--- src/rtl/prdpe_pkg.sv ---
// Shared types and constants of the PNG row decimating pixel expander.
package prdpe_pkg;

  // Depth of the command queue between the front and the back end.
  localparam int QDEPTH = 4;
  localparam int QAW    = $clog2(QDEPTH);
  localparam int QLW    = $clog2(QDEPTH + 1);

  localparam logic [7:0] ALPHA_OPAQUE = 8'hFF;

  // Configuration register indexes.
  typedef enum logic [2:0] {
    CFG_STEP_X        = 3'd0,
    CFG_STEP_Y        = 3'd1,
    CFG_PIXEL_FORMAT  = 3'd2,
    CFG_GRAY_BITS     = 3'd3,
    CFG_PALETTE_ALPHA = 3'd4,
    CFG_KEEP_INDEX    = 3'd5
  } cfg_idx_e;

  typedef enum logic [1:0] {
    FMT_RGB     = 2'd0,
    FMT_RGBA    = 2'd1,
    FMT_INDEXED = 2'd2,
    FMT_GRAY    = 2'd3
  } fmt_e;

  typedef enum logic [1:0] {
    GRAY_8 = 2'd0,
    GRAY_4 = 2'd1,
    GRAY_1 = 2'd2
  } gray_e;

  // How the back end expands one queued command.
  typedef enum logic [1:0] {
    MODE_ONE   = 2'd0,
    MODE_GRAY4 = 2'd1,
    MODE_GRAY1 = 2'd2
  } mode_e;

  typedef struct packed {
    mode_e       mode;
    logic [7:0]  red;     // gray byte for the packed modes
    logic [7:0]  green;
    logic [7:0]  blue;
    logic [7:0]  alpha;
    logic [7:0]  index;
    logic [11:0] x;
    logic [11:0] y;
    logic [2:0]  cnt_m1;  // pixels to emit, minus one
  } cmd_t;

endpackage

--- src/rtl/prdpe_back.sv ---
// Back end: expand queued commands to pixels, one per cycle while the output register is free or drains.
module prdpe_back (
  input  logic            clk_i,
  input  logic            rst_ni,
  input  prdpe_pkg::cmd_t head_i,
  input  logic            head_valid_i,
  output logic            head_pop_o,
  input  logic            pop_i,
  output logic            out_valid_o,
  output logic [11:0]     dest_x_o,
  output logic [11:0]     dest_y_o,
  output logic [7:0]      red_o,
  output logic [7:0]      green_o,
  output logic [7:0]      blue_o,
  output logic [7:0]      alpha_o,
  output logic [7:0]      index_out_o,
  output logic            last_o
);

  logic [2:0]  k_q, k_d;
  logic        out_valid_q, out_valid_d;
  logic        emit, last_pix;
  logic [7:0]  gray_v;
  logic [7:0]  r_v, g_v, b_v;
  logic [2:0]  bit_sel;
  logic [11:0] x_q, y_q;
  logic [7:0]  r_q, g_q, b_q, a_q, i_q;
  logic        last_q;

  // Advance when the output register is free or drains this cycle.
  assign emit     = head_valid_i && (!out_valid_q || pop_i);
  assign last_pix = k_q == head_i.cnt_m1;
  assign bit_sel  = ~k_q;

  always_comb begin
    gray_v = 8'h00;
    r_v    = head_i.red;
    g_v    = head_i.green;
    b_v    = head_i.blue;
    case (head_i.mode)
      prdpe_pkg::MODE_GRAY4: begin
        gray_v = k_q[0] ? {head_i.red[3:0], head_i.red[3:0]}
                        : {head_i.red[7:4], head_i.red[7:4]};
        r_v = gray_v;
        g_v = gray_v;
        b_v = gray_v;
      end
      prdpe_pkg::MODE_GRAY1: begin
        gray_v = {8{head_i.red[bit_sel]}};
        r_v = gray_v;
        g_v = gray_v;
        b_v = gray_v;
      end
      default: ;
    endcase

    k_d = k_q;
    if (emit) begin
      k_d = last_pix ? 3'd0 : k_q + 3'd1;
    end

    out_valid_d = out_valid_q;
    if (emit) begin
      out_valid_d = 1'b1;
    end else if (pop_i) begin
      out_valid_d = 1'b0;
    end
  end

  always_ff @(posedge clk_i or negedge rst_ni) begin
    if (!rst_ni) begin
      k_q         <= '0;
      out_valid_q <= 1'b0;
    end else begin
      k_q         <= k_d;
      out_valid_q <= out_valid_d;
    end
  end

  always_ff @(posedge clk_i) begin
    if (emit) begin
      x_q    <= head_i.x + 12'(k_q);
      y_q    <= head_i.y;
      r_q    <= r_v;
      g_q    <= g_v;
      b_q    <= b_v;
      a_q    <= head_i.alpha;
      i_q    <= head_i.index;
      last_q <= last_pix;
    end
  end

  assign head_pop_o  = emit && last_pix;
  assign out_valid_o = out_valid_q;
  assign dest_x_o    = x_q;
  assign dest_y_o    = y_q;
  assign red_o       = r_q;
  assign green_o     = g_q;
  assign blue_o      = b_q;
  assign alpha_o     = a_q;
  assign index_out_o = i_q;
  assign last_o      = last_q;

endmodule

--- config.mk ---
export PLATFORM = sky130hd
export DESIGN_NAME = prdpe_back
export DESIGN_NICKNAME = d
export VERILOG_FILES = /design/src/rtl/prdpe_pkg.sv /design/src/rtl/prdpe_back.sv
export SDC_FILE = /design/constraint.sdc
export NUM_CORES = 1
export LEC_CHECK = 0
export BUFFER_PORTS_ARGS = -buffer_cell sky130_fd_sc_hd__buf_2
export CAP_MARGIN = 15
export CORE_ASPECT_RATIO = 2
export CORE_MARGIN = 2
export CORE_UTILIZATION = 41
export CTS_CLUSTER_SIZE = 10
export DETAILED_ROUTE_END_ITERATION = 8
export GPL_TIMING_DRIVEN = 0
export HOLD_SLACK_MARGIN = 0.08
export PLACE_DENSITY_LB_ADDON = 0.2
export SETUP_SLACK_MARGIN = 0.15
export SKIP_LAST_GASP = 1
export SYNTH_ARGS = -nofsm -noshare
export SYNTH_HDL_FRONTEND = slang
export SYNTH_SLANG_ARGS = --single-unit
--- constraint.sdc ---
create_clock -name clk_i -period 2.53 [get_ports clk_i]
set_input_delay 0.253 -clock clk_i [delete_from_list [all_inputs] [get_ports clk_i]]
set_output_delay 0.253 -clock clk_i [all_outputs]
set_load 0.01 [all_outputs]
==> results of run 1 <==
## Yosys cell counts (2+ instances only)
| master | count | area [um2] |
|---|---|---|
| dfrtp_1 | 4 | 100.1 |
| inv_1 | 32 | 120.1 |
| nor3_1 | 2 | 10.01 |
| a221oi_4 | 4 | 105.1 |
| nand2_1 | 9 | 33.78 |
| xnor2_1 | 5 | 43.79 |
| nand3_1 | 2 | 10.01 |
| xor2_1 | 8 | 70.07 |
| ha_1 | 6 | 75.07 |
| nand2b_1 | 3 | 18.77 |
| and3_1 | 2 | 12.51 |
| o21ai_0 | 6 | 30.03 |
| edfxtp_1 | 65 | 1952 |
| clkbuf_1 | 2 | 7.510 |
| a21oi_1 | 26 | 130.1 |
| nor2_1 | 4 | 15.01 |
| a21o_1 | 3 | 22.52 |
## placed cells by master (no fill, tap or decap), drive strengths merged, types with 4 or more instances in the layout
cell type,synthesis,layout
nor2,4,4
xnor2,5,5
o21ai,6,6
ha,6,6
a221oi,4,4
buf,1,141
clkbuf,3,13
a21oi,26,26
clkinvlp,0,4
edfxtp,65,65
dfrtp,4,4
inv,32,32
xor2,8,8
nand2,9,9
## metal layers
layer	vias up	global-route usage (%)	part of all wire, %
met4	0	10.05	3.3
li1	1012	-	-
met2	78	30.99	59
met5	-	0	0
met1	943	15.36	32
met3	14	5.133	6.2
## sequential cells by signal (all words and copies together), names as in the netlist
register and count:
out_valid_o 1, dest_x_o 12, index_out_o 8, blue_o 8, alpha_o 8, k_q 3, dest_y_o 12, last_o 1
red_o 8, green_o 8
## repair_timing
item / CTS / global route
hold buffers: 1 / 0
setup endpoints to repair: 0 / 1
gates resized for setup: 0 / 0
hold endpoints to repair: 4 / 0
## through the flow
step / worst slack, ns / power (uW) / hold slack [ns] / TNS, ns
final: 0.4342 / 3552 / 0.09453 / 0
after global routing: 0.2363 / 3756 / 0.08231 / 0
after CTS: 0.1877 / 3590 / 0.08565 / 0
after detailed placement: 0.3761 / 2376 / 0.06902 / 0
after global placement: -0.2370 / 2339 / 0.06314 / -0.2370
after floorplan: 0.3279 / 2078 / -0.04259 / 0
## kinds of logic (layout without fill, tap and decap cells)
logic type | count (synthesis) | count (layout) | share of synthesized area [%]
AO/OA/AOI/OAI | 43 | 43 | 11.49
buffers and inverters | 36 | 194 | 4.838
multiplexers | 1 | 1 | 0.7775
XOR/XNOR | 13 | 13 | 3.931
AND/OR/NAND/NOR | 27 | 27 | 4.838
flip-flops | 69 | 69 | 70.84
adder cells (fa/ha/maj) | 7 | 7 | 3.283
## worst register-to-register path: stages (launching register included)
cell	delay, ns
dfrtp_1	0.51
ha_1	0.24
inv_1	0.06
fa_1	0.40
nor2b_1	0.18
o21a_1	0.21
nand3_1	0.11
xnor2_1	0.13
## power breakdown
group | switching [uW] | internal [uW] | total (uW)
logic | 452 | 356 | 808
registers | 74.8 | 1460 | 1530
clock network | 451 | 760 | 1210
## cell type report
class	instances	area share, %
Buffer	4	0.4961
Clock buffer	10	5.674
Clock inverter	6	1.550
Inverter	32	3.070
Multi-Input combinational cell	91	17.46
Sequential cell	69	50.85
Tap cell	90	2.791
Timing Repair Buffer	141	17.98
Timing Repair inverter	1	0.1240
## worst paths after layout
check | start | to | slack (ns)
setup / recovery | k_q[0] | head_pop_o | 0.43
hold / removal | head_i[34] | index_out_o[7] | 0.09
setup reg to reg | k_q[0] | dest_x_o[10] | 0.45
hold reg to reg | out_valid_o | out_valid_o | 0.52
max in group asynchronous | rst_ni | k_q[1] | 2.14
min in group asynchronous | rst_ni | out_valid_o | 0.27
==> impl_metrics.toml, run 1 <==
[final_layout]
area_growth_pct = 39.31
final_nets = 429
diodes = 0
multi_input_area_um2 = 704.4
fill_cells = 615
postLayoutCoreUtil_pct = 58.59
layout-drive-gt1-share_pct = 46.89
postLayoutCellArea_um2 = 4035
final_cells = 444
regArea_um2 = 2052

[timing]
maxSlewViolCount = 0
finalHoldViolations = 0
clock_skew_ns = 0.005295
clock.fmax_mhz = 477.1
worst_slew_pin_slew_ns = 0.7852
fin_crit_ns = 2.096
fin_crit_sh_pct = 82.84
rsz0062_at_grt = "false"
maxSlewHeadroom_pct = 47.36
finalSetupViolations = 0

[critical_path]
crit_path_end_kind = "output pin"
worst_ep_required_time_ns = 2.28
reg2reg_depth = 7
start_kind = "flop"
cp.arrival_ns = 1.84
critical_path_buf_inv_count = 1
worst-path-stages = 4
worstSetupPathType = "reg2out"
critPathMaxFanout = 7
slowest_delay_ns = 0.50
cp_slowest_cell = "nor3_1"
cp_cell_sequence = "xor2_1 -> nor3_1 -> and2_1 -> buf_2"
cpLargestDelayFamily = "simple AND/OR/NAND/NOR gates"

[placement]
gp_congestion = 0.6977
hpwl_um = 4815
place_area_um2 = 3729
placedCellCount = 426
numPortBuffers = 139

[synthesis]
synth_area_per_cell_um2 = 14.78
ys.flop_type = "edfxtp_1"
synth-seq-cells = 69
ys.warnings.count = 0
synthArstFlopShare_pct = 5.797
syn_area_um2 = 2897
syn_inst = 196
synth_fp_nets = 276
synth_cell_types = 30
seq_area_frac_synth_pct = 70.84
synth_edf_count = 65

[drt]
vias = 2047
antenna_left = 0
drc_errors = 0
routedWlPerCell_um = 14.33
routed_wl_um = 6362
drtIter0Drc = 149
drt_first_pass_iters = 4
vias_per_cell = 4.610

[pwr]
peakVddDrop_mv = 0.5646
power_density_nw_per_um2 = 880.4
p_leak_uw = 0.001818

[min_path]
worstHoldPathCells = 1
hold_class = "in2reg"

[floorplan]
dieWidth_um = 63.44
die-area_um2 = 7794
initial_core_util_pct = 42.06
num_rows = 43
die_h_um = 122.9
design.core.area_um2 = 6887
ioPinCount = 140

[global_routing]
grt_use_total_pct = 16.62
grt_max_degree = 40
overflow = 0
antenna_found_initial = 0
grt_pass1_wl_um = 9487
grt_pass1_vias = 2041

[clock_network]
clk_pin_slew_ns = 0.06
post_cts_buffers = 0
clock_path_buffers = 2
cts_sinks = 69
htreeDepth = 3
clkLatencyLatePin_ns = 0.33
numCtsBuffers = 9
cts-root-buf = "clkbuf_16"
cts_tree = "built"

[outcome]
status = "complete, no violations"

[run]
drv_cap = 0
No activity file was read; power rests on OpenSTA's default activity.
==> run 2, diff against run 1 <==
- clock period: 2.53 -> 1.8 ns (I/O delays scaled with it)
==> impl_metrics.toml, run 2 (synthesis gave the netlist of run 1 again) <==
[outcome]
status = "finished with violations"
violations = "setup timing"

[clock_network]
clkLatencyLatePin_ns = 0.32
cts-root-buf = "clkbuf_16"
cts_tree = "built"
clock_path_buffers = 2
cts_sinks = 69
htreeDepth = 3
numCtsBuffers = 9
clk_pin_slew_ns = 0.05

[global_routing]
grt_pass1_wl_um = 10400
grt_use_total_pct = 17.89
grt_max_degree = 43
grt_pass1_vias = 2231
overflow = 0
antenna_found_initial = 0

[timing]
fin_crit_ns = 1.861
fin_crit_sh_pct = 103.4
worst_slew_pin_slew_ns = 0.5037
maxSlewViolCount = 0
finalHoldViolations = 0
rsz0062_at_grt = "true"
fin_ws_ns = -0.06146
finalSetupViolations = 26
clock_skew_ns = 0.003144
clock.fmax_mhz = 537.2
finalSetupTns_ns = -1.022
maxSlewHeadroom_pct = 66.42

[floorplan]
design.core.area_um2 = 6887
num_rows = 43
die_h_um = 122.9
dieWidth_um = 63.44
initial_core_util_pct = 42.06
ioPinCount = 140
die-area_um2 = 7794

[final_layout]
diodes = 0
final_nets = 467
final_common_cell = "buf_2"
final_cells = 481
postLayoutCellArea_um2 = 4499
final_cell_mix = "buf_2 (138), edfxtp_1 (65), dlygate4sd3_1 (30)"
layout-drive-gt1-share_pct = 49.10
postLayoutCoreUtil_pct = 65.33
area_growth_pct = 55.33
fill_cells = 572

[drt]
vias = 2245
drtIter0Drc = 107
routed_wl_um = 6787
vias_per_cell = 4.667
antenna_left = 0
drt_first_pass_iters = 4
drc_errors = 0
routedWlPerCell_um = 14.11

[placement]
placedCellCount = 426
place_area_um2 = 3776
numPortBuffers = 139
hpwl_um = 4773
gp_congestion = 0.7324

[critical_path]
crit_path_end_kind = "flop"
cp.arrival_ns = 1.91
start_kind = "flop"
worst_ep_required_time_ns = 1.85
critPathMaxFanout = 7
worstSetupPathType = "reg2reg"

[pwr]
power_density_nw_per_um2 = 1165
peakVddDrop_mv = 0.6839
p_leak_uw = 0.002000

[min_path]
hold_class = "in2reg"

[run]
drv_cap = 0
run 2: final cells by class:
cell class                 count  area (um2)  area share, %
sequential                    69        2056          45.69
timing repair buffer         179        1090          24.22
multi-input combinational     91       808.3          17.96
clock buffer                  10       229.0          5.089
inverter                      32       123.9          2.753
tap                           90       112.6          2.503
clock inverter                 5       52.55          1.168
buffer                         4       20.02         0.4449
timing repair inverter         1       7.507         0.1669
run 2: report_power, final:
group          internal (uW)  switching, uW  leakage [uW]
clock                   1060            594      0.000140
combinational            688            742       0.00119
sequential              2060            106      0.000668
total                   3800           1440       0.00200
run 2: metal layers:
layer,vias up,track usage [%],share of wire (%)
li1,1087,-,-
met1,1044,17.55,33
met2,105,33.36,58
met3,9,5.500,7.6
met4,0,8.560,1.5
met5,-,0,0
run 2: per-stage QoR:
step / hold WS [ns] / worst slack (ns) / power (uW)
4_1_cts: 0.1482 / -0.1192 / 5161
2_1_floorplan: -0.1156 / -0.2042 / 2977
3_5_place_dp: -0.005592 / -0.2324 / 3386
3_3_place_gp: -0.004831 / -0.6830 / 3348
6_report: 0.1561 / -0.06146 / 5243
5_1_grt: 0.1702 / -0.1488 / 5529
run 2: worst paths after layout:
kind                               end         from  cells past startpoint  slack, ns
setup / recovery            green_o[7]       k_q[0]                      4      -0.06
min in group asynchronous  out_valid_o       rst_ni                      2       0.20
hold / removal             out_valid_o        pop_i                      3       0.16
max in group asynchronous       k_q[2]       rst_ni                      2       1.47
hold reg to reg            out_valid_o  out_valid_o                      2       0.54
setup reg to reg            green_o[7]       k_q[0]                      4      -0.06
run 2: timing repair:
action	in CTS	in global routing
resized for setup	5	13
pin swaps	5	5
setup endpoints to repair	76	33
gates cloned	1	0
buffers inserted	1	8
hold endpoints to repair	33	0
hold buffers	30	0
run 2: worst max-delay path, stage by stage (launching register included):
cell,delay [ns]
dfrtp_2,0.43
mux4_2,0.52
and3b_4,0.24
a221oi_4,0.33
a21oi_1,0.08
