$ cat src/rtl/prdpe_pkg.sv
// Shared types and constants of the PNG row decimating pixel expander.
package prdpe_pkg;

  // Depth of the command queue between the front and the back end.
  localparam int QDEPTH = 4;
  localparam int QAW    = $clog2(QDEPTH);
  localparam int QLW    = $clog2(QDEPTH + 1);

  localparam logic [7:0] ALPHA_OPAQUE = 8'hFF;

  // Configuration register indexes.
  typedef enum logic [2:0] {
    CFG_STEP_X        = 3'd0,
    CFG_STEP_Y        = 3'd1,
    CFG_PIXEL_FORMAT  = 3'd2,
    CFG_GRAY_BITS     = 3'd3,
    CFG_PALETTE_ALPHA = 3'd4,
    CFG_KEEP_INDEX    = 3'd5
  } cfg_idx_e;

  typedef enum logic [1:0] {
    FMT_RGB     = 2'd0,
    FMT_RGBA    = 2'd1,
    FMT_INDEXED = 2'd2,
    FMT_GRAY    = 2'd3
  } fmt_e;

  typedef enum logic [1:0] {
    GRAY_8 = 2'd0,
    GRAY_4 = 2'd1,
    GRAY_1 = 2'd2
  } gray_e;

  // How the back end expands one queued command.
  typedef enum logic [1:0] {
    MODE_ONE   = 2'd0,
    MODE_GRAY4 = 2'd1,
    MODE_GRAY1 = 2'd2
  } mode_e;

  typedef struct packed {
    mode_e       mode;
    logic [7:0]  red;     // gray byte for the packed modes
    logic [7:0]  green;
    logic [7:0]  blue;
    logic [7:0]  alpha;
    logic [7:0]  index;
    logic [11:0] x;
    logic [11:0] y;
    logic [2:0]  cnt_m1;  // pixels to emit, minus one
  } cmd_t;

endpackage

$ cat src/rtl/prdpe_queue.sv
// Command queue between the front and the back end.
module prdpe_queue (
  input  logic                      clk_i,
  input  logic                      rst_ni,
  input  logic                      push_i,
  input  prdpe_pkg::cmd_t           data_i,
  input  logic                      pop_i,
  output prdpe_pkg::cmd_t           data_o,
  output logic                      valid_o,
  output logic [prdpe_pkg::QLW-1:0] level_o
);

  prdpe_pkg::cmd_t                  slot_q [prdpe_pkg::QDEPTH];
  logic [prdpe_pkg::QAW-1:0]        wptr_q, rptr_q;
  logic [prdpe_pkg::QLW-1:0]        level_q, level_d;

  always_comb begin
    level_d = level_q;
    if (push_i && !pop_i) begin
      level_d = level_q + 1'b1;
    end else if (pop_i && !push_i) begin
      level_d = level_q - 1'b1;
    end
  end

  always_ff @(posedge clk_i or negedge rst_ni) begin
    if (!rst_ni) begin
      wptr_q  <= '0;
      rptr_q  <= '0;
      level_q <= '0;
    end else begin
      if (push_i) begin
        wptr_q <= wptr_q + 1'b1;
      end
      if (pop_i) begin
        rptr_q <= rptr_q + 1'b1;
      end
      level_q <= level_d;
    end
  end

  always_ff @(posedge clk_i) begin
    if (push_i) begin
      slot_q[wptr_q] <= data_i;
    end
  end

  assign data_o  = slot_q[rptr_q];
  assign valid_o = level_q != '0;
  assign level_o = level_q;

endmodule

$ cat config.mk
export PLATFORM = sky130hd
export DESIGN_NAME = prdpe_queue
export DESIGN_NICKNAME = d
export VERILOG_FILES = /design/src/rtl/prdpe_pkg.sv /design/src/rtl/prdpe_queue.sv
export SDC_FILE = /design/constraint.sdc
export NUM_CORES = 1
export LEC_CHECK = 0
export BUFFER_PORTS_ARGS = -buffer_cell sky130_fd_sc_hd__buf_4
export CORE_AREA = 2 2 208 210
export CTS_BUF_LIST = sky130_fd_sc_hd__clkbuf_16
export DETAILED_ROUTE_END_ITERATION = 12
export DIE_AREA = 0 0 210 212
export PLACE_DENSITY = 0.43
export SYNTH_ARGS = -nofsm -noshare
export SYNTH_HDL_FRONTEND = slang
export SYNTH_SLANG_ARGS = --single-unit
$ cat constraint.sdc
create_clock -name clk_i -period 7.72 [get_ports clk_i]
set_input_delay 0.386 -clock clk_i [delete_from_list [all_inputs] [get_ports clk_i]]
set_output_delay 0.386 -clock clk_i [all_outputs]
set_load 0.005 [all_outputs]
==> impl_results.md, run 1 <==
* Clock transition at the registers of the reported paths at 0.06 ns
* 1st-pass router iterations at 4
* Core footprint at 42510 sq um
* Most frequent cells in the layout: edfxtp_1, buf_4, mux4_2, clkbuf_16, clkinv_2
* Sw power at 1.342 mW
* Post-synthesis cell count at 394
* Largest net degree at the start of global routing at 71
* Crit-path cells: buf_4 -> mux4_2 -> buf_4
* Latest clock arrival within the worst-skew pair at 0.52 ns
* Post-synth cell types at 19
* Reg2reg start: wptr_q[0]
* RR Endpoint: slot_q[2][6]
* Grt total ovfl at 0
* Logic pwr share at 25.0%
* CP max stage cell: dfrtp_4
* Crit path DAT at 3.02 ns
* Num ports at 146
* Max-Cap Viols at 0
* Crit path depth at 3
* Achievable frequency at 293.3 MHz
* Commonest non-fill, non-tap cell in the layout: edfxtp_1
* Register share of total power at 44.0%
* Outcome: finished, final reports clean
* H-tree depth at 2
* Resized cells post-CTS at 0
* Yosys warning count at 0
* Syn_area_per_cell at 26.45 sq um
* DRC at 0
* CP dominant cell by count: buf_4
* Global-route wire length before repair at 32.75 mm
* Initial antenna violation count at 0
* Setup CP Type: reg2out
* Yosys reg bits at 283
* Max VDD drop at 0.1911 mV
* Delay of the slowest critical-path stage at 0.88 ns
* Post-synthesis sequential area ratio at 81.22%
* Worst relative slew slack at 21.95%
* Initial DRC count at 146
* CTS sink cnt at 283
* Die Area at 44520 sq um
* Post-DR vias/cell at 4.121
* GRT Util Overall at 9.977%
* Required @ worst endpoint at 7.33 ns
* Clk root buf: clkbuf_16
* CP Capture Type: primary output
* Max FO, Critical Path at 39
* Final nets at 644
* Row count at 76
* Synth-to-layout area growth at 26.55%
* CTS tree: built
* Syn_nets at 473
* RD Place Congestion at 0.6568
* Total power at 5.047 mW
* Cell internal pwr at 3.705 mW
* Post-DRT Antenna Nets at 0
* Crit path launch: rptr_q[0]
* Die Wd at 210 um
* Number of I/O port buffers at 145
* CTS Buffer Depth at 3
* RSZ-0062 raised after global routing: no
* Synthesized cell area at 10420 sq um
* Worst path bufs/invs at 2
* Tmin final at 3.409 ns
* Setup violations, final at 0
* Inserted Clock Buffers at 34
* Die height at 212 um
* Diodes inserted at 0
* R2r worst-path depth at 4
* Hold Path Class: in2reg
* DR WL/cell at 19.29 um
* Fin. Hold Viols at 0
* Final period util at 44.16%
* Fin. max-slew vios at 0
* Share of cells above drive strength 1 at 47.20%
* Via count at 4677
* Crit path max-delay family: buffers and inverters
* DP HPWL at 11.87 mm
* Max Clock Skew at 0.007679 ns
* Layout fillers at 4049
* Clock share of power at 31.0%
* Crit start category: flop
* Initial Util at 24.51%
* R2r setup slk at 5.55 ns
* PwrDens at 382.7 nW/um^2
* Setup TNS at 0 ns
* Routed Wire Length at 21.89 mm
* Leak at 4.465 nW
* Sw frac at 26.58%
* Vias in the first global route at 5302
* Worst setup path end: data_o[56]
* Actual slew at the worst max-slew pin at 1.171 ns
stage by stage:
step                setup slack [ns]  hold WS [ns]  instance area, sq um  instances  utilization (%)
floorplan                      5.048       0.09041                 10420        394                -
detailed placement             4.684        0.2297                 12060       1074            28.36
finish                         4.311       0.06786                 13190       1135            31.02
global route                   4.047       0.03274                 13190       1135            31.02
global placement               4.696        0.2264                 12060       1074            28.36
CTS                            4.087       0.02175                 13190       1135            31.02
layout make-up:
cell class              instances  area, sq um  area share [%]
flip-flops and latches        283         8471           64.24
multi-input cells              91         1762           13.36
repair buffers                151         1136           8.616
clock buffers                  37        925.9           7.022
well taps                     546        683.2           5.181
clock inverters                23        193.9           1.471
inverters                       4        15.01          0.1139
flip-flops by register name, summed over array words and instances (netlist names):
register,count
slot_q,276
level_o,3
rptr_q,2
wptr_q,2
worst reg2reg max path: stages (launching register included):
cell     delay, ns
dfrtp_1       0.43
inv_1         0.10
ha_1          0.15
and2_4        0.20
buf_4         0.88
cells in the mapped netlist:
library cell	n	share of area (%)
and2_1	4	0.24
buf_12	7	1.3
buf_2	7	0.34
buf_6	1	0.11
clkbuf_1	1	0.036
dfrtp_1	7	1.7
edfxtp_1	276	80
fa_1	1	0.19
ha_1	5	0.60
inv_1	4	0.14
mux2_2	1	0.11
mux4_1	1	0.25
mux4_2	68	15
nand2_1	2	0.072
nor2_1	1	0.036
o21ai_0	1	0.048
or3_1	1	0.060
xnor2_1	2	0.17
xor2_1	4	0.34
layer usage:
layer	vias up	GRT usage, %	share of wire [%]
li1	2035	-	-
met1	2467	11.30	39
met2	130	17.76	53
met3	45	2.614	5.2
met4	0	4.427	2.8
met5	-	0	0
timing repair:
action / in CTS / in global routing
buffers inserted: 0 / 0
hold endpoints to repair: 7 / 0
hold buffers: 1 / 0
power by group through the flow:
| stage | sequential (mW) | combinational [mW] | clock (mW) |
|---|---|---|---|
| final | 2.22 | 1.26 | 1.56 |
| after global routing | 2.27 | 1.37 | 1.68 |
| after CTS | 2.24 | 1.32 | 1.63 |
| after detailed placement | 2.27 | 1.31 | 0 |
| after global placement | 2.25 | 1.31 | 0 |
| after floorplan | 2.10 | 0.842 | 0 |
how the worst min path moves through the flow:
stage / from / end / slack, ns / cells after the start
final: data_i[21] / slot_q[3][21] / 0.07 / 1
after global routing: data_i[28] / slot_q[0][28] / 0.03 / 1
after CTS: data_i[9] / slot_q[1][9] / 0.02 / 1
after detailed placement: rst_ni / level_o[1] / 0.23 / 1
after global placement: rst_ni / level_o[1] / 0.23 / 1
after floorplan: rst_ni / level_o[0] / 0.09 / 0
cell families after synthesis:
| family | synth area share (%) |
|---|---|
| AND/OR/NAND/NOR | 0.4083 |
| flip-flops | 81.22 |
| buffers and inverters | 1.969 |
| multiplexers | 15.06 |
| adder cells (fa/ha/maj) | 0.7925 |
| AO/OA/AOI/OAI | 0.04798 |
| XOR/XNOR | 0.5043 |
(Power assumes the default switching activity.)
==> run 2, diff against run 1 <==
Clock period 7.72 ns to 3.5 ns, I/O delays scaled along.
==> run 2 against run 1 <==
Register-to-register slack worse by 4.0 ns. Cell count increased by 5.8%. First-iteration DRC count up 15%. Core utilization up 1.3 points. Sequential share of layout area fell by 2.6 points. Flip-flop and latch count stayed put. Clock skew increased by 0.0062 ns. Worst hold slack better by 0.29 ns. Final area increased by 4.3%. Critical path type unchanged. Largest cell class unchanged.
==> impl_results.md, run 2 (synthesis results as in run 1) <==
* Core footprint at 42510 sq um
* R2r worst-path depth at 4
* Initial antenna violation count at 0
* Met2 Use GR at 18.85%
* Clk root buf: clkbuf_16
* Max-Cap Viols at 0
* Worst Hold End: slot_q[1][33]
* Final std cells w/o fill at 1201
* R2r setup slk at 1.55 ns
* Post-CTS setup buffers at 0
* RSZ-0062 raised after global routing: no
* CP Capture Type: primary output
* Largest net degree at the start of global routing at 71
* Outcome: finished, final reports clean
* Synth-to-layout area growth at 31.99%
* Reg2reg start: wptr_q[0]
* Final nets at 714
* Max VDD drop at 0.3977 mV
* Die Wd at 210 um
* DR WL/cell at 18.47 um
* Post-DRT Antenna Nets at 0
* Most used routing layer: met2
* Routed Wire Length at 22.18 mm
* Final instance area at 13750 sq um
* Required @ worst endpoint at 3.32 ns
* Latest clock arrival within the worst-skew pair at 0.57 ns
* Crit start category: flop
* PwrDens at 777.2 nW/um^2
* Reg with most FFs: slot_q
* CTS Buffer Depth at 3
* Hold path depth at 2
* Diodes inserted at 0
* Crit path launch: rptr_q[1]
* Crit path DAT at 2.48 ns
* Grt total ovfl at 0
* Leak at 4.700 nW
* RR Endpoint: slot_q[0][41]
* Setup Slack @ Placement at 1.396 ns
* Actual slew at the worst max-slew pin at 1.170 ns
* Worst relative slew slack at 22.02%
* Area after DPL at 12130 sq um
* GRT Util Overall at 10.07%
* Setup violations, final at 0
* Worst hold start: data_i[33]
* Number of I/O port buffers at 145
* RD Place Congestion at 0.6514
* Global-route wire length before repair at 33.62 mm
* Commonest non-fill, non-tap cell in the layout: edfxtp_1
* Initial DRC count at 168
* Vias in the first global route at 5619
* Inserted Clock Buffers at 31
* DRC at 0
* Total power at 10.69 mW
* Final setup margin at 0.8438 ns
* Placed insts at 1075
* Initial Util at 24.51%
* Die height at 212 um
* Final period util at 75.89%
* Largest register FFs at 276
* Clock transition at the registers of the reported paths at 0.06 ns
* Post-DR vias/cell at 4.052
* CTS sink cnt at 283
* CTS tree: built
* Resized cells post-CTS at 0
* Hold_buf cts at 73
* Row count at 76
* 1st-pass router iterations at 4
* Setup TNS at 0 ns
* DP HPWL at 12.65 mm
* Tmin final at 2.656 ns
* H-tree depth at 1
* Via count at 4867
* Met1 Resource Use GR at 11.02%
* Num ports at 146
* Max Clock Skew at 0.01392 ns
* Die Area at 44520 sq um
* Share of cells above drive strength 1 at 40.00%
* Fin. max-slew vios at 0
* Achievable frequency at 376.5 MHz
* Setup CP Type: reg2out
* Met3 Use GR at 2.349%
* Most frequent cells in the layout: edfxtp_1, buf_4, dlygate4sd3_1, mux4_2, clkbuf_16
* Fin. Hold Viols at 0
* Hold Path Class: in2reg
* Max FO, Critical Path at 70
==> run 2: changes by cell type in the layout (fill, tap and decap cells not counted) <==
cell / before / now
dlygate4sd3_1: 1 / 73
inv_1: 7 / 15
clkinv_2: 9 / 2
clkbuf_16: 37 / 31
buf_12: 0 / 5
buf_4: 150 / 146
bufinv_16: 3 / 1
clkinv_1: 4 / 6
clkinv_4: 2 / 0
clkinvlp_4: 2 / 1
inv_6: 0 / 1
==> run 2: worst max path at each step <==
stage | endpoint | slack, ns | cells after the start
4_1_cts | data_o[50] | 0.78 | 3
6_report | data_o[56] | 0.84 | 2
3_3_place_gp | data_o[50] | 1.42 | 3
3_5_place_dp | data_o[50] | 1.40 | 3
5_1_grt | data_o[50] | 0.71 | 3
2_1_floorplan | slot_q[2][0] | 0.83 | 3
==> run 2: worst max-delay path, stage by stage (launching register included) <==
cell,delay [ns]
dfrtp_4,1.17
mux4_2,0.48
buf_4,0.17
==> run 2: stage by stage <==
stage | utilization [%] | hold slack (ns)
final | 32.36 | 0.3530
after global routing | 32.36 | 0.3217
after CTS | 32.36 | 0.3021
after detailed placement | 28.53 | -0.002528
after global placement | 28.53 | -0.005138
after floorplan | - | -0.1206
==> run 2: power by group <==
group          total [mW]  internal [mW]  switching [mW]
registers            4.82           4.44           0.385
clock network        2.89           1.65            1.23
logic                2.98           1.70            1.28
total                10.7           7.79            2.90
==> run 2: per-layer routing <==
layer | wire (um) | vias to the layer above
li1 | - | 2165
met1 | 8673 | 2541
met2 | 11700 | 118
met3 | 1100 | 43
met4 | 704 | 0
met5 | 0 | -
==> run 2: final cells by class <==
class	instances	area (sq um)
repair buffers	224	1927
clock buffers	31	775.7
inverters	4	15.01
flip-flops and latches	283	8471
clock inverters	22	120.1
fillers	4055	28750
well taps	546	683.2
multi-input cells	91	1762
==> run 3, diff against run 2 <==
Clock period 3.5 ns to 2.7 ns, I/O delays scaled along.
==> run 3 against run 2 <==
Non-clock buffer count rose by 8. Global-route usage fell by 0.062 points. Routed wire length rose by 0.71%. Clock power up 33%. Sequential power increased by 25%. Register-to-register slack lost 0.56 ns. First-iteration DRC count is 15% higher. Sequential share of layout area decreased by 0.64 points.
==> impl_results.md, run 3 (synthesis results as in run 1) <==
* Outcome: finished, final reports clean
* Reg with most FFs: slot_q
* PwrDens at 1013 nW/um^2
* Clock transition at the registers of the reported paths at 0.06 ns
* Actual slew at the worst max-slew pin at 0.4747 ns
* CTS sink cnt at 283
* Routed Wire Length at 22.34 mm
* Number of I/O port buffers at 145
* Crit path DAT at 2.17 ns
* Crit-path cells: buf_12 -> mux4_2 -> buf_4
* Multi-input logic area at 1762 sq um
* DR top layer: met4
* Fin. max-slew vios at 0
* GRT Util Overall at 10.01%
* Largest net degree at the start of global routing at 51
* Resized cells post-CTS at 0
* Initial DRC count at 194
* Fin. Hold Viols at 0
* Num ports at 146
* Core footprint at 42510 sq um
* Crit start category: flop
* Post-DR vias/cell at 4.020
* Die height at 212 um
* Final nets at 722
* Grt total ovfl at 0
* DRC at 0
* Leak at 4.767 nW
* Largest register FFs at 276
* CTS Buffer Depth at 3
* Worst path bufs/invs at 2
* Met3 routed WL at 1.121 mm
* Initial antenna violation count at 1
* Hold_buf cts at 73
* Clk root buf: clkbuf_16
* Setup CP Type: reg2out
* Global-route wire length before repair at 33.38 mm
* Met2 WL post-DR at 11.38 mm
* DR WL/cell at 18.40 um
* CP max stage cell: dfrtp_4
* Total power at 14.08 mW
* Latest clock arrival within the worst-skew pair at 0.57 ns
* M1 WL at 9.239 mm
* Vias in the first global route at 5527
* Setup TNS at 0 ns
* Final period util at 85.23%
* Initial Util at 24.51%
* 1st-pass router iterations at 4
* Hold slack at 0.3085 ns
* Final std cells w/o fill at 1214
* Post-CTS setup buffers at 0
* Placed insts at 1083
* RD Place Congestion at 0.6828
* Worst relative slew slack at 68.25%
* Max Clock Skew at 0.01752 ns
* Setup violations, final at 0
* Post-DRT Antenna Nets at 0
* Achievable frequency at 434.6 MHz
* Row count at 76
* CTS tree: built
* Die Area at 44520 sq um
* Required @ worst endpoint at 2.57 ns
* Via count at 4880
* DP HPWL at 13.45 mm
* Layout fillers at 4028
* Crit path max-delay family: flip-flops
* CP Capture Type: primary output
* Tmin final at 2.301 ns
* RSZ-0062 raised after global routing: no
* Register Area at 8471 sq um
* Synth-to-layout area growth at 33.37%
* H-tree depth at 1
* Commonest non-fill, non-tap cell in the layout: edfxtp_1
* Inserted Clock Buffers at 31
* Most frequent cells in the layout: edfxtp_1, buf_4, dlygate4sd3_1, mux4_2, clkbuf_16
* Die Wd at 210 um
* Delay of the slowest critical-path stage at 0.65 ns
* Max FO, Critical Path at 50
* Hold Path Class: in2reg
* Max-Cap Viols at 0
* Max VDD drop at 0.5746 mV
* Share of cells above drive strength 1 at 40.93%
==> run 3: final cells by class <==
class | instances | area share [%]
Multi-Input combinational cell | 91 | 12.68
Sequential cell | 283 | 60.95
Inverter | 4 | 0.1080
Clock inverter | 26 | 1.179
Tap cell | 546 | 4.916
Clock buffer | 31 | 5.582
Timing Repair Buffer | 232 | 14.57
Antenna cell | 1 | 0.01801
==> run 3: layer usage <==
metal	up-vias	global-route usage [%]
met2	116	17.76
met1	2544	11.95
met3	37	2.275
li1	2183	-
met5	-	0
met4	0	3.571
==> run 3: worst reg2reg max path: cells and delay by family (launching register included) <==
kind	cells	cell delay [ns]
AND/OR/NAND/NOR	1	0.39
flip-flops	1	0.42
buffers and inverters	2	0.38
adder cells (fa/ha/maj)	1	0.15
==> run 3: path summary, 6_finish.rpt <==
| path | slack, ns | cells after the start | endpoint | startpoint |
|---|---|---|---|---|
| setup reg to reg | 0.99 | 4 | slot_q[2][4] | wptr_q[0] |
| setup / recovery | 0.40 | 3 | data_o[2] | rptr_q[1] |
| max in group asynchronous | 1.69 | 3 | rptr_q[0] | rst_ni |
| min in group asynchronous | 0.64 | 3 | rptr_q[1] | rst_ni |
| hold / removal | 0.31 | 2 | slot_q[2][37] | data_i[37] |
| hold reg to reg | 0.51 | 1 | level_o[2] | level_o[2] |
==> run 3: per-stage QoR <==
stage	instance area (sq um)	worst slack [ns]	utilization, %
3_3_place_gp	12220	0.9339	28.76
6_report	13900	0.3989	32.69
5_1_grt	13900	0.2861	32.69
3_5_place_dp	12220	0.9349	28.76
2_1_floorplan	10420	0.02775	-
4_1_cts	13890	0.3206	32.69
==> run 3: power breakdown <==
part | internal [mW] | total, mW | switching (mW)
Sequential | 5.75 | 6.02 | 0.273
Clock | 2.25 | 3.85 | 1.60
Combinational | 2.28 | 4.20 | 1.92
Total | 10.3 | 14.1 | 3.80
